$ cat src/hw/rtl/ltsm_pkg.sv
`timescale 1ns / 1ps
`default_nettype none
package ltsm_pkg;

    localparam int ADDR_BITS_DEF = 64;

    // divider: 68-bit dividend (65-bit sum padded), 4 quotient bits per cycle
    localparam int DIV_W     = 68;
    localparam int DIV_STEPS = 4;
    localparam int DIV_CYC   = DIV_W / DIV_STEPS;
    localparam int DIV_CNT_W = $clog2(DIV_CYC + 1);

    localparam logic [7:0] CONST_ADD_TOP  = 8'd255;
    localparam logic [7:0] SET_ADDR_LEN64 = 8'd9;
    localparam logic [7:0] SET_ADDR_LEN32 = 8'd5;

    localparam logic [2:0] ST_ROW      = 3'd0;
    localparam logic [2:0] ST_BAD_STD  = 3'd1;
    localparam logic [2:0] ST_BAD_EXT  = 3'd2;
    localparam logic [2:0] ST_BAD_ADDR = 3'd3;
    localparam logic [2:0] ST_DEF_FILE = 3'd4;

    localparam logic [7:0] EXT_END_SEQ  = 8'd1;
    localparam logic [7:0] EXT_SET_ADDR = 8'd2;
    localparam logic [7:0] EXT_DEF_FILE = 8'd3;
    localparam logic [7:0] EXT_SET_DISC = 8'd4;

    localparam logic [7:0] OP_EXTENDED  = 8'd0;
    localparam logic [7:0] OP_COPY      = 8'd1;
    localparam logic [7:0] OP_ADV_PC    = 8'd2;
    localparam logic [7:0] OP_ADV_LINE  = 8'd3;
    localparam logic [7:0] OP_SET_FILE  = 8'd4;
    localparam logic [7:0] OP_SET_COL   = 8'd5;
    localparam logic [7:0] OP_NEG_STMT  = 8'd6;
    localparam logic [7:0] OP_SET_BB    = 8'd7;
    localparam logic [7:0] OP_CONST_ADD = 8'd8;
    localparam logic [7:0] OP_FIXED_ADV = 8'd9;
    localparam logic [7:0] OP_PRO_END   = 8'd10;
    localparam logic [7:0] OP_EPI_BEGIN = 8'd11;
    localparam logic [7:0] OP_SET_ISA   = 8'd12;

    localparam logic [2:0] CFG_MIN_LEN  = 3'd0;
    localparam logic [2:0] CFG_MAX_OPS  = 3'd1;
    localparam logic [2:0] CFG_DEF_STMT = 3'd2;
    localparam logic [2:0] CFG_LINE_BASE = 3'd3;
    localparam logic [2:0] CFG_LINE_RNG = 3'd4;
    localparam logic [2:0] CFG_FIRST_SP = 3'd5;

    typedef enum logic [4:0] {
        K_END_SEQ,
        K_SET_ADDR,
        K_SET_DISC,
        K_ERROR,
        K_COPY,
        K_ADV_PC,
        K_ADV_LINE,
        K_SET_FILE,
        K_SET_COL,
        K_NEG_STMT,
        K_SET_BB,
        K_CONST_ADD,
        K_FIXED_ADV,
        K_PRO_END,
        K_EPI_BEGIN,
        K_SET_ISA,
        K_SPECIAL
    } t_kind;

    typedef struct packed {
        t_kind       kind;
        logic [2:0]  status;
        logic [7:0]  adj;
        logic [63:0] val_u;
        logic [63:0] val_s;
    } t_cmd;

    typedef struct packed {
        logic [7:0] min_len;
        logic [7:0] max_ops;
        logic       def_stmt;
        logic [7:0] ln_base;
        logic [7:0] line_rng;
        logic [7:0] first_sp;
    } t_cfg;

endpackage
`default_nettype wire

$ cat src/hw/rtl/ltsm_front.sv
`timescale 1ns / 1ps
`default_nettype none
module ltsm_front (
    input  wire                 i_clk,
    input  wire                 i_rst_n,
    input  ltsm_pkg::t_cfg      i_cfg,
    input  wire                 i_valid,
    output logic                o_stall,
    input  wire  [7:0]          i_opcode,
    input  wire  [7:0]          i_ext_opcode,
    input  wire  [7:0]          i_ext_length,
    input  wire  [63:0]         i_operand_u,
    input  wire  [63:0]         i_operand_s,
    input  wire                 i_pop,
    output logic                o_empty,
    output ltsm_pkg::t_cmd      o_cmd
);
    import ltsm_pkg::*;

    t_cmd       w_cmd;
    t_cmd       r_mem [2];
    logic       r_wr_ptr;
    logic       r_rd_ptr;
    logic [1:0] r_count;
    logic       w_push;
    logic       w_pop;

    always_comb begin
        w_cmd        = '0;
        w_cmd.kind   = K_ERROR;
        w_cmd.val_u  = i_operand_u;
        w_cmd.val_s  = i_operand_s;
        w_cmd.status = ST_ROW;
        if (i_opcode == OP_EXTENDED) begin
            unique case (i_ext_opcode)
                EXT_END_SEQ: w_cmd.kind = K_END_SEQ;
                EXT_SET_ADDR: begin
                    if (i_ext_length == SET_ADDR_LEN64) begin
                        w_cmd.kind = K_SET_ADDR;
                    end else if (i_ext_length == SET_ADDR_LEN32) begin
                        w_cmd.kind  = K_SET_ADDR;
                        w_cmd.val_u = {32'd0, i_operand_u[31:0]};
                    end else begin
                        w_cmd.status = ST_BAD_ADDR;
                    end
                end
                EXT_DEF_FILE: w_cmd.status = ST_DEF_FILE;
                EXT_SET_DISC: w_cmd.kind   = K_SET_DISC;
                default:      w_cmd.status = ST_BAD_EXT;
            endcase
        end else if (i_opcode < i_cfg.first_sp) begin
            unique case (i_opcode)
                OP_COPY:      w_cmd.kind = K_COPY;
                OP_ADV_PC:    w_cmd.kind = K_ADV_PC;
                OP_ADV_LINE:  w_cmd.kind = K_ADV_LINE;
                OP_SET_FILE:  w_cmd.kind = K_SET_FILE;
                OP_SET_COL:   w_cmd.kind = K_SET_COL;
                OP_NEG_STMT:  w_cmd.kind = K_NEG_STMT;
                OP_SET_BB:    w_cmd.kind = K_SET_BB;
                OP_CONST_ADD: begin
                    w_cmd.kind = K_CONST_ADD;
                    w_cmd.adj  = CONST_ADD_TOP - i_cfg.first_sp;
                end
                OP_FIXED_ADV: w_cmd.kind = K_FIXED_ADV;
                OP_PRO_END:   w_cmd.kind = K_PRO_END;
                OP_EPI_BEGIN: w_cmd.kind = K_EPI_BEGIN;
                OP_SET_ISA:   w_cmd.kind = K_SET_ISA;
                default:      w_cmd.status = ST_BAD_STD;
            endcase
        end else begin
            w_cmd.kind = K_SPECIAL;
            w_cmd.adj  = i_opcode - i_cfg.first_sp;
        end
    end

    assign o_stall = (r_count == 2'd2);
    assign o_empty = (r_count == 2'd0);
    assign o_cmd   = r_mem[r_rd_ptr];
    assign w_push  = i_valid && !o_stall;
    assign w_pop   = i_pop && !o_empty;

    always_ff @(posedge i_clk) begin
        if (w_push) begin
            r_mem[r_wr_ptr] <= w_cmd;
        end
    end

    always_ff @(posedge i_clk) begin
        if (!i_rst_n) begin
            r_wr_ptr <= 1'b0;
            r_rd_ptr <= 1'b0;
            r_count  <= 2'd0;
        end else begin
            if (w_push) begin
                r_wr_ptr <= !r_wr_ptr;
            end
            if (w_pop) begin
                r_rd_ptr <= !r_rd_ptr;
            end
            if (w_push && !w_pop) begin
                r_count <= r_count + 2'd1;
            end else if (w_pop && !w_push) begin
                r_count <= r_count - 2'd1;
            end
        end
    end

endmodule
`default_nettype wire

$ cat src/hw/rtl/ltsm_div.sv
`timescale 1ns / 1ps
`default_nettype none
module ltsm_div (
    input  wire                        i_clk,
    input  wire                        i_rst_n,
    input  wire                        i_start,
    input  wire  [ltsm_pkg::DIV_W-1:0] i_dividend,
    input  wire  [7:0]                 i_divisor,
    output logic                       o_done,
    output logic [ltsm_pkg::DIV_W-1:0] o_quotient,
    output logic [7:0]                 o_remainder
);
    import ltsm_pkg::*;

    // restoring division, dividend shifts out the top while quotient shifts in
    logic [DIV_W-1:0]     r_work;
    logic [DIV_W-1:0]     n_work;
    logic [7:0]           r_rem;
    logic [7:0]           n_rem;
    logic [7:0]           r_div;
    logic [DIV_CNT_W-1:0] r_cnt;
    logic                 r_busy;
    logic                 r_done;

    always_comb begin
        logic [8:0] t;
        n_work = r_work;
        n_rem  = r_rem;
        for (int k = 0; k < DIV_STEPS; k++) begin
            t      = {n_rem, n_work[DIV_W-1]};
            n_work = {n_work[DIV_W-2:0], 1'b0};
            if (t >= {1'b0, r_div}) begin
                t         = t - {1'b0, r_div};
                n_work[0] = 1'b1;
            end
            n_rem = t[7:0];
        end
    end

    always_ff @(posedge i_clk) begin
        if (i_start) begin
            r_work <= i_dividend;
            r_rem  <= 8'd0;
            r_div  <= i_divisor;
        end else if (r_busy) begin
            r_work <= n_work;
            r_rem  <= n_rem;
        end
    end

    always_ff @(posedge i_clk) begin
        if (!i_rst_n) begin
            r_busy <= 1'b0;
            r_done <= 1'b0;
            r_cnt  <= '0;
        end else begin
            r_done <= 1'b0;
            if (i_start) begin
                r_busy <= 1'b1;
                r_cnt  <= '0;
            end else if (r_busy) begin
                r_cnt <= r_cnt + DIV_CNT_W'(1);
                if (r_cnt == DIV_CNT_W'(DIV_CYC - 1)) begin
                    r_busy <= 1'b0;
                    r_done <= 1'b1;
                end
            end
        end
    end

    assign o_done      = r_done;
    assign o_quotient  = r_work;
    assign o_remainder = r_rem;

endmodule
`default_nettype wire

$ cat src/hw/rtl/ltsm_back.sv
`timescale 1ns / 1ps
`default_nettype none
module ltsm_back #(
    parameter int ADDRESS_BITS = ltsm_pkg::ADDR_BITS_DEF
) (
    input  wire                 i_clk,
    input  wire                 i_rst_n,
    input  ltsm_pkg::t_cfg      i_cfg,
    input  wire                 i_empty,
    input  ltsm_pkg::t_cmd      i_cmd,
    output logic                o_pop,
    output logic                o_valid,
    input  wire                 i_stall,
    output logic [2:0]          o_status,
    output logic [63:0]         o_row_address,
    output logic [7:0]          o_row_op_idx,
    output logic [63:0]         o_row_file,
    output logic [63:0]         o_row_line,
    output logic [63:0]         o_row_column,
    output logic [4:0]          o_row_flags,
    output logic [63:0]         o_row_isa,
    output logic [63:0]         o_row_discriminator
);
    import ltsm_pkg::*;

    typedef enum logic [5:0] {
        S_IDLE    = 6'b000001,
        S_DIV_ADJ = 6'b000010,
        S_DIV_OPS = 6'b000100,
        S_MUL     = 6'b001000,
        S_ADD     = 6'b010000,
        S_EMIT    = 6'b100000
    } t_state;

    t_state                  r_state;
    t_cmd                    r_cmd;
    logic [ADDRESS_BITS-1:0] r_address;
    logic [7:0]              r_op_idx;
    logic [63:0]             r_file;
    logic [63:0]             r_line;
    logic [63:0]             r_column;
    logic                    r_is_stmt;
    logic                    r_bb;
    logic                    r_pro;
    logic                    r_epi;
    logic [63:0]             r_isa;
    logic [63:0]             r_disc;
    logic [7:0]              r_delta;
    logic [ADDRESS_BITS-1:0] r_prod;
    logic                    r_out_valid;

    logic [7:0]              w_m;
    logic [7:0]              w_rng;
    logic                    w_div_start;
    logic [DIV_W-1:0]        w_dividend;
    logic [7:0]              w_divisor;
    logic                    w_div_done;
    logic [DIV_W-1:0]        w_quo;
    logic [7:0]              w_rem;
    logic                    w_out_free;
    logic                    w_has_res;

    assign w_m   = (i_cfg.max_ops == 8'd0) ? 8'd1 : i_cfg.max_ops;
    assign w_rng = (i_cfg.line_rng == 8'd0) ? 8'd1 : i_cfg.line_rng;

    assign o_pop      = (r_state == S_IDLE) && !i_empty;
    assign w_out_free = !r_out_valid || !i_stall;
    assign w_has_res  = (r_cmd.kind == K_END_SEQ) || (r_cmd.kind == K_ERROR) ||
                        (r_cmd.kind == K_COPY) || (r_cmd.kind == K_SPECIAL);

    always_comb begin
        w_div_start = 1'b0;
        w_dividend  = '0;
        w_divisor   = w_m;
        if (o_pop) begin
            if (i_cmd.kind == K_SPECIAL || i_cmd.kind == K_CONST_ADD) begin
                w_div_start = 1'b1;
                w_dividend  = DIV_W'(i_cmd.adj);
                w_divisor   = w_rng;
            end else if (i_cmd.kind == K_ADV_PC) begin
                w_div_start = 1'b1;
                w_dividend  = DIV_W'(i_cmd.val_u) + DIV_W'(r_op_idx);
            end
        end else if (r_state == S_DIV_ADJ && w_div_done) begin
            // adj / range advances ops; its sum with the op index is one exact divide
            w_div_start = 1'b1;
            w_dividend  = DIV_W'(w_quo[7:0]) + DIV_W'(r_op_idx);
        end
    end

    ltsm_div u_div (
        .i_clk       (i_clk),
        .i_rst_n     (i_rst_n),
        .i_start     (w_div_start),
        .i_dividend  (w_dividend),
        .i_divisor   (w_divisor),
        .o_done      (w_div_done),
        .o_quotient  (w_quo),
        .o_remainder (w_rem)
    );

    always_ff @(posedge i_clk) begin
        if (!i_rst_n) begin
            r_state     <= S_IDLE;
            r_out_valid <= 1'b0;
            r_address   <= '0;
            r_op_idx    <= 8'd0;
            r_file      <= 64'd1;
            r_line      <= 64'd1;
            r_column    <= 64'd0;
            r_is_stmt   <= 1'b1;
            r_bb        <= 1'b0;
            r_pro       <= 1'b0;
            r_epi       <= 1'b0;
            r_isa       <= 64'd0;
            r_disc      <= 64'd0;
        end else begin
            if (r_state == S_EMIT && w_out_free) begin
                r_out_valid <= w_has_res;
            end else if (!i_stall) begin
                r_out_valid <= 1'b0;
            end
            unique case (r_state)
                S_IDLE: begin
                    if (o_pop) begin
                        r_cmd <= i_cmd;
                        if (i_cmd.kind == K_SPECIAL || i_cmd.kind == K_CONST_ADD) begin
                            r_state <= S_DIV_ADJ;
                        end else if (i_cmd.kind == K_ADV_PC) begin
                            r_state <= S_DIV_OPS;
                        end else begin
                            r_state <= S_EMIT;
                        end
                    end
                end
                S_DIV_ADJ: begin
                    if (w_div_done) begin
                        r_delta <= w_rem;
                        r_state <= S_DIV_OPS;
                    end
                end
                S_DIV_OPS: begin
                    if (w_div_done) begin
                        r_op_idx <= w_rem;
                        r_state  <= S_MUL;
                    end
                end
                S_MUL: begin
                    r_prod  <= w_quo[ADDRESS_BITS-1:0] *
                               {{(ADDRESS_BITS-8){1'b0}}, i_cfg.min_len};
                    r_state <= S_ADD;
                end
                S_ADD: begin
                    r_address <= r_address + r_prod;
                    if (r_cmd.kind == K_SPECIAL) begin
                        r_line <= r_line + {{56{i_cfg.ln_base[7]}}, i_cfg.ln_base}
                                  + {56'd0, r_delta};
                    end
                    r_state <= S_EMIT;
                end
                S_EMIT: begin
                    if (w_out_free) begin
                        r_state <= S_IDLE;
                        case (r_cmd.kind) inside
                            K_END_SEQ: begin
                                r_address <= '0;
                                r_op_idx  <= 8'd0;
                                r_file    <= 64'd1;
                                r_line    <= 64'd1;
                                r_column  <= 64'd0;
                                r_is_stmt <= i_cfg.def_stmt;
                                r_bb      <= 1'b0;
                                r_pro     <= 1'b0;
                                r_epi     <= 1'b0;
                                r_isa     <= 64'd0;
                                r_disc    <= 64'd0;
                            end
                            K_COPY, K_SPECIAL: begin
                                r_bb   <= 1'b0;
                                r_pro  <= 1'b0;
                                r_epi  <= 1'b0;
                                r_disc <= 64'd0;
                            end
                            K_SET_ADDR: begin
                                r_address <= r_cmd.val_u[ADDRESS_BITS-1:0];
                                r_op_idx  <= 8'd0;
                            end
                            K_FIXED_ADV: begin
                                r_address <= r_address +
                                             ADDRESS_BITS'(r_cmd.val_u[15:0]);
                                r_op_idx  <= 8'd0;
                            end
                            K_SET_DISC:  r_disc    <= r_cmd.val_u;
                            K_ADV_LINE:  r_line    <= r_line + r_cmd.val_s;
                            K_SET_FILE:  r_file    <= r_cmd.val_u;
                            K_SET_COL:   r_column  <= r_cmd.val_u;
                            K_NEG_STMT:  r_is_stmt <= !r_is_stmt;
                            K_SET_BB:    r_bb      <= 1'b1;
                            K_PRO_END:   r_pro     <= 1'b1;
                            K_EPI_BEGIN: r_epi     <= 1'b1;
                            K_SET_ISA:   r_isa     <= r_cmd.val_u;
                            default: ;
                        endcase
                    end
                end
                default: r_state <= S_IDLE;
            endcase
        end
    end

    // result beat payload, loaded with the row as it stands before the update
    always_ff @(posedge i_clk) begin
        if (r_state == S_EMIT && w_out_free && w_has_res) begin
            if (r_cmd.kind == K_ERROR) begin
                o_status            <= r_cmd.status;
                o_row_address       <= 64'd0;
                o_row_op_idx        <= 8'd0;
                o_row_file          <= 64'd0;
                o_row_line          <= 64'd0;
                o_row_column        <= 64'd0;
                o_row_flags         <= 5'd0;
                o_row_isa           <= 64'd0;
                o_row_discriminator <= 64'd0;
            end else begin
                o_status            <= ST_ROW;
                o_row_address       <= 64'(r_address);
                o_row_op_idx        <= r_op_idx;
                o_row_file          <= r_file;
                o_row_line          <= r_line;
                o_row_column        <= r_column;
                o_row_flags         <= {r_epi, r_pro, (r_cmd.kind == K_END_SEQ),
                                        r_bb, r_is_stmt};
                o_row_isa           <= r_isa;
                o_row_discriminator <= r_disc;
            end
        end
    end

    assign o_valid = r_out_valid;

endmodule
`default_nettype wire

$ cat src/hw/rtl/line_table_state_machine.sv
`timescale 1ns / 1ps
`default_nettype none
// Line-table row engine: runs one decoded line-number instruction per input beat.
// Input channel: i_valid / o_stall with opcode, extended opcode, extended length
// and the two decoded operands. Output channel: o_valid / i_stall carrying one
// result beat for copy, special opcodes, end of sequence and every error.
// Configuration: i_cfg_we writes i_cfg_data to register i_cfg_index, no wait;
// write only while the engine is idle.
// Register-only instructions go from the queue through the idle and emit states.
// The address advance runs one divide by the op count; constant-add and special
// opcodes first divide by the line range. Each divide runs at 4 bits per cycle,
// and the divides are followed by a multiply and an add.
// Items are executed one at a time, so the engine takes a new instruction only
// once it is through with the last one; a two-entry queue in front takes the
// next beats meanwhile and raises o_stall when full.
// Reset (synchronous, active low) restores the row registers and the
// configuration defaults and empties the queue and the output register.
// A stalled result beat holds; the engine waits with the next result until
// the output register is free.
module line_table_state_machine #(
    parameter int ADDRESS_BITS = ltsm_pkg::ADDR_BITS_DEF
) (
    input  wire         i_clk,
    input  wire         i_rst_n,
    input  wire         i_cfg_we,
    input  wire  [2:0]  i_cfg_index,
    input  wire  [7:0]  i_cfg_data,
    input  wire         i_valid,
    output logic        o_stall,
    input  wire  [7:0]  i_opcode,
    input  wire  [7:0]  i_ext_opcode,
    input  wire  [7:0]  i_ext_length,
    input  wire  [63:0] i_operand_u,
    input  wire  [63:0] i_operand_s,
    output logic        o_valid,
    input  wire         i_stall,
    output logic [2:0]  o_status,
    output logic [63:0] o_row_address,
    output logic [7:0]  o_row_op_idx,
    output logic [63:0] o_row_file,
    output logic [63:0] o_row_line,
    output logic [63:0] o_row_column,
    output logic [4:0]  o_row_flags,
    output logic [63:0] o_row_isa,
    output logic [63:0] o_row_discriminator
);
    import ltsm_pkg::*;

    t_cfg r_cfg;
    t_cmd w_cmd;
    logic w_empty;
    logic w_pop;

    always_ff @(posedge i_clk) begin
        if (!i_rst_n) begin
            r_cfg.min_len  <= 8'd1;
            r_cfg.max_ops  <= 8'd1;
            r_cfg.def_stmt <= 1'b1;
            r_cfg.ln_base  <= 8'hFB;
            r_cfg.line_rng <= 8'd14;
            r_cfg.first_sp <= 8'd13;
        end else if (i_cfg_we) begin
            unique case (i_cfg_index)
                CFG_MIN_LEN:   r_cfg.min_len  <= i_cfg_data;
                CFG_MAX_OPS:   r_cfg.max_ops  <= i_cfg_data;
                CFG_DEF_STMT:  r_cfg.def_stmt <= i_cfg_data[0];
                CFG_LINE_BASE: r_cfg.ln_base  <= i_cfg_data;
                CFG_LINE_RNG:  r_cfg.line_rng <= i_cfg_data;
                CFG_FIRST_SP:  r_cfg.first_sp <= i_cfg_data;
                default: ;
            endcase
        end
    end

    ltsm_front u_front (
        .i_clk        (i_clk),
        .i_rst_n      (i_rst_n),
        .i_cfg        (r_cfg),
        .i_valid      (i_valid),
        .o_stall      (o_stall),
        .i_opcode     (i_opcode),
        .i_ext_opcode (i_ext_opcode),
        .i_ext_length (i_ext_length),
        .i_operand_u  (i_operand_u),
        .i_operand_s  (i_operand_s),
        .i_pop        (w_pop),
        .o_empty      (w_empty),
        .o_cmd        (w_cmd)
    );

    ltsm_back #(
        .ADDRESS_BITS (ADDRESS_BITS)
    ) u_back (
        .i_clk               (i_clk),
        .i_rst_n             (i_rst_n),
        .i_cfg               (r_cfg),
        .i_empty             (w_empty),
        .i_cmd               (w_cmd),
        .o_pop               (w_pop),
        .o_valid             (o_valid),
        .i_stall             (i_stall),
        .o_status            (o_status),
        .o_row_address       (o_row_address),
        .o_row_op_idx        (o_row_op_idx),
        .o_row_file          (o_row_file),
        .o_row_line          (o_row_line),
        .o_row_column        (o_row_column),
        .o_row_flags         (o_row_flags),
        .o_row_isa           (o_row_isa),
        .o_row_discriminator (o_row_discriminator)
    );

    // error beats carry no row
    a_err_zero_row: assert property (@(posedge i_clk) disable iff (!i_rst_n)
        o_valid && o_status != ST_ROW |-> o_row_flags == 5'd0 &&
        o_row_address == 64'd0 && o_row_line == 64'd0 && o_row_file == 64'd0)
        else $error("error beat with nonzero row fields");

    // the end-of-sequence flag only shows on row beats
    a_end_seq_status: assert property (@(posedge i_clk) disable iff (!i_rst_n)
        o_valid && o_row_flags[2] |-> o_status == ST_ROW)
        else $error("sequence end flag on an error beat");

    // the queue is never popped while empty
    a_pop_nonempty: assert property (@(posedge i_clk) disable iff (!i_rst_n)
        w_pop |-> !w_empty)
        else $error("pop from empty queue");

endmodule
`default_nettype wire

$ cat config.mk
export PLATFORM = sky130hd
export DESIGN_NAME = line_table_state_machine
export DESIGN_NICKNAME = d
export VERILOG_FILES = /design/src/hw/rtl/ltsm_pkg.sv /design/src/hw/rtl/ltsm_front.sv /design/src/hw/rtl/ltsm_div.sv /design/src/hw/rtl/ltsm_back.sv /design/src/hw/rtl/line_table_state_machine.sv
export SDC_FILE = /design/constraint.sdc
export NUM_CORES = 2
export LEC_CHECK = 0
export ABC_AREA = 1
export ABC_CLOCK_PERIOD_IN_PS = 13050
export BUFFER_PORTS_ARGS = -buffer_cell sky130_fd_sc_hd__buf_2
export CAP_MARGIN = 10
export CORE_UTILIZATION = 40
export DETAILED_ROUTE_END_ITERATION = 16
export GPL_TIMING_DRIVEN = 1
export SKIP_CTS_REPAIR_TIMING = 1
export SLEW_MARGIN = 20
export SYNTH_ARGS = -nofsm -noshare
export SYNTH_HDL_FRONTEND = slang
export SYNTH_HIERARCHICAL = 1
export SYNTH_SLANG_ARGS = --single-unit
$ cat constraint.sdc
create_clock -name i_clk -period 13.05 [get_ports i_clk]
set_input_delay 3.915 -clock i_clk [delete_from_list [all_inputs] [get_ports i_clk]]
set_output_delay 3.915 -clock i_clk [all_outputs]
set_load 0.05 [all_outputs]
==> impl_metrics.py <==
metrics = {
    "power_and_ir_drop": {
        "worst_ir_drop_vdd_v": 0.0001916,
        "p_seq_share_pct": 32.0,
        "leakage_uw": 0.05680,
        "pwr-share-comb_pct": 43.0,
        "power.switching_uw": 8490,
        "internal-power_uw": 10670,
        "power_frac_clock_pct": 25.1,
        "switching_share_pct": 44.32,
        "powerDensity_nw_per_um2": 176.7,
    },
    "die": {
        "die_h_um": 494.5,
        "core_um2": 240800,
        "io_pins": 570,
        "die_w_um": 494.5,
        "die-area_um2": 244600,
        "initial_utilization_pct": 40.31,
        "rows": 180,
    },
    "synth": {
        "ys_async_sr_fraction_pct": 0,
        "synth_warnings": 6,
        "seq_area_frac_synth_pct": 39.65,
        "ys.flop_type": "edfxtp_1",
        "synth_edf_count": 972,
        "syn_area_per_cell_um2": 7.559,
        "synth_compound_area_share_pct": 7.391,
        "post_synth_xor_area_fraction_pct": 1.164,
        "ys_ff_latch": 1436,
        "syn_area_um2": 97040,
        "synthDistinctLibCells": 70,
        "synthMuxAreaShare_pct": 1.671,
        "synthAdderAreaFrac_pct": 12.60,
        "synth_top_family_by_area": "simple AND/OR/NAND/NOR gates",
        "synth_cells": 12840,
        "synth-simple-area-share_pct": 25.60,
    },
    "timing": {
        "finalSetupViolCount": 0,
        "drv_slew": 0,
        "final_hold_viol_count": 0,
        "min_period_ps": 6954,
        "fin_skew_ps": 78.30,
        "worst_slew_pin_slew_ps": 1145,
        "slew_headroom_pct": 23.65,
        "period_share_pct": 53.29,
        "rsz0062_at_grt": "no",
        "finalSetupTns_ps": 0,
        "fmax_mhz": 143.8,
    },
    "min_path": {
        "hp-start": "u_back/r_disc[34]$_SDFFE_PN0P_",
        "hold_depth": 2,
        "hold_path_class": "reg2reg",
        "worstHoldEndpoint": "u_back/r_disc[34]$_SDFFE_PN0P_",
    },
    "layout": {
        "final_common_cell": "nand2_1",
        "area_growth_pct": 11.73,
        "utilization_pct": 45.03,
        "drive_gt1_share_pct": 8.646,
        "fillers": 24410,
        "nets": 14160,
        "final_cell_mix": "nand2_1 (3,902), inv_1 (2,594), nor2_1 (1,075), edfxtp_1 (972), nand3_1 (649)",
    },
    "worst_setup_path": {
        "cp_common_cell": "nand2_1",
        "cp_max_fo": 10,
        "worstReg2RegStart": "u_back/u_div/r_div[1]$_DFFE_PP_",
        "r2r_end": "u_back/u_div/o_quotient[0]$_DFFE_PP_",
        "reg2reg_setup_slack_ps": 6100,
        "startpoint_type": "flip-flop",
        "critical_path.slowest_cell": "o311ai_0",
        "critical_path_class": "reg2reg",
        "end_kind": "flip-flop",
        "crit_required_ps": 13600,
        "cp.arrival_ps": 7500,
        "critPathLaunch": "u_back/u_div/r_div[1]$_DFFE_PP_",
        "max_stage_delay_ps": 470,
        "r2r_cells": 37,
    },
    "placement": {
        "gp_congestion": 1.006,
        "io_buffers": 569,
        "dp_hpwl_um": 284900,
    },
    "drt": {
        "antenna_left": 0,
        "drtIter0Drc": 8974,
        "wl_per_cell_um": 21.74,
        "viasPerCell": 5.129,
        "drc": 0,
        "wl_um": 360100,
        "firstDrtPassIters": 6,
        "vias": 84950,
    },
    "clocking": {
        "cts_buffers": 160,
        "cts.sinks": 1436,
        "cts.path.max_buffers": 3,
        "htreeDepth": 4,
        "path_clk_slew_ps": 60,
        "clk_latency_ps": 870,
        "tritoncts": "built",
        "clockRootBuffer": "clkbuf_16",
    },
    "grt": {
        "grtUsageTotal_pct": 28.96,
        "grt_overflow": 0,
        "grt_pass1_vias": 78610,
        "grt_pass1_wl_um": 523000,
        "grt_max_degree": 191,
        "antenna_found_initial": 44,
    },
    "run": {
        "cap_violations": 0,
    },
    "outcome": {
        "status": "finished, final reports clean",
    },
}
-- cell usage after synthesis (40+ instances only) --
master | number | area [µm²]
nor2_1 | 1080 | 4054
edfxtp_1 | 972 | 29190
buf_2 | 70 | 350.3
clkbuf_2 | 52 | 260.3
nand4_1 | 118 | 738.2
inv_1 | 2598 | 9752
fa_1 | 367 | 7347
nand2_1 | 3902 | 14650
nand3_1 | 650 | 3253
nor3_1 | 110 | 550.5
xor2_1 | 90 | 788.3
ha_1 | 390 | 4880
nand3b_1 | 66 | 495.5
clkbuf_1 | 231 | 867.1
a211oi_1 | 58 | 435.4
a31oi_1 | 40 | 250.2
dfxtp_1 | 464 | 9289
a21oi_1 | 625 | 3128
o21ai_0 | 394 | 1972
mux2_2 | 144 | 1622
-- cell families after synthesis --
group	count (synthesis)
flops	1436
buf+inv	3016
fa+ha+maj	757
mux	144
xor+xnor	129
simple gates	6064
compound gates	1290
other cells	1
-- cell type report --
class                   count  area [µm²]  share of cell area, %
diodes                      7       17.52                0.01616
clock buffers             209        4403                  4.061
clock inverters            88        1196                  1.103
inverters                2617        9849                  9.085
multi-input cells        8387       47090                  43.43
flip-flops and latches   1436       38500                  35.51
well taps                3185        3985                  3.676
repair buffers            634        3382                  3.119
-- power groups by stage --
stage	combinational, µW	sequential [µW]	clock (µW)
2_1_floorplan	5630	5800	0
3_3_place_gp	8090	6180	0
3_5_place_dp	8060	6190	0
4_1_cts	8100	6090	4880
5_1_grt	9070	6130	5060
6_report	8230	6130	4800
-- metal layers --
metal  wire [µm]  up-vias  track usage, %
li1            -    40990               -
met1      165000    40120           42.43
met2      151800     3347           43.14
met3       28600      478           4.021
met4       14650       16           10.72
met5          88        -               0
-- through the flow --
stage | area, µm² | power [µW] | hold WS (ps) | setup slack (ps) | instances
after floorplan | 97050 | 11430 | 423.7 | 200.5 | 12840
after global placement | 102800 | 14270 | 432.9 | 6046 | 16260
after detailed placement | 102800 | 14250 | 436.6 | 6028 | 16260
after CTS | 108400 | 19080 | 446.1 | 6084 | 16560
after global routing | 108400 | 20260 | 458.0 | 5349 | 16560
final | 108400 | 19160 | 444.3 | 6096 | 16560
-- state kept, by name, summed over array words and instances, names as in the netlist, 41 cells and up, named ones only --
register / flops
u_back/o_row_discriminator: 64
u_back/o_row_line: 64
u_back/r_file: 64
u_back/r_isa: 64
u_back/r_address: 64
r_cfg: 41
u_back/r_cmd: 136
u_back/r_line: 64
u_back/u_div/o_quotient: 68
u_back/r_disc: 64
u_back/o_row_address: 64
u_back/r_column: 64
u_front/r_mem: 288
u_back/r_prod: 64
u_back/o_row_column: 64
u_back/o_row_isa: 64
u_back/o_row_file: 64
-- worst max path at each step --
stage | endpoint | slack [ps] | depth (start not counted)
after global routing | u_back/u_div/o_quotient[0]$_DFFE_PP_ | 5350 | 37
after floorplan | u_back/o_row_address[0]$_SDFFCE_PN0P_ | 200 | 5
after detailed placement | u_back/o_row_discriminator[34]$_SDFFCE_PN0P_ | 6030 | 7
after global placement | u_back/o_row_file[15]$_SDFFCE_PN0P_ | 6050 | 7
after CTS | u_back/u_div/o_remainder[6]$_SDFFE_PP0P_ | 6080 | 37
final | u_back/u_div/o_quotient[0]$_DFFE_PP_ | 6100 | 37
-- critical path: cells and delay by family, from the launching register on --
| kind | cells | cell delay [ps] |
|---|---|---|
| simple gates | 21 | 2670 |
| compound gates | 8 | 1850 |
| fa+ha+maj | 4 | 1230 |
| buf+inv | 4 | 540 |
| flops | 1 | 350 |
No activity file was read; power rests on OpenSTA's default activity.
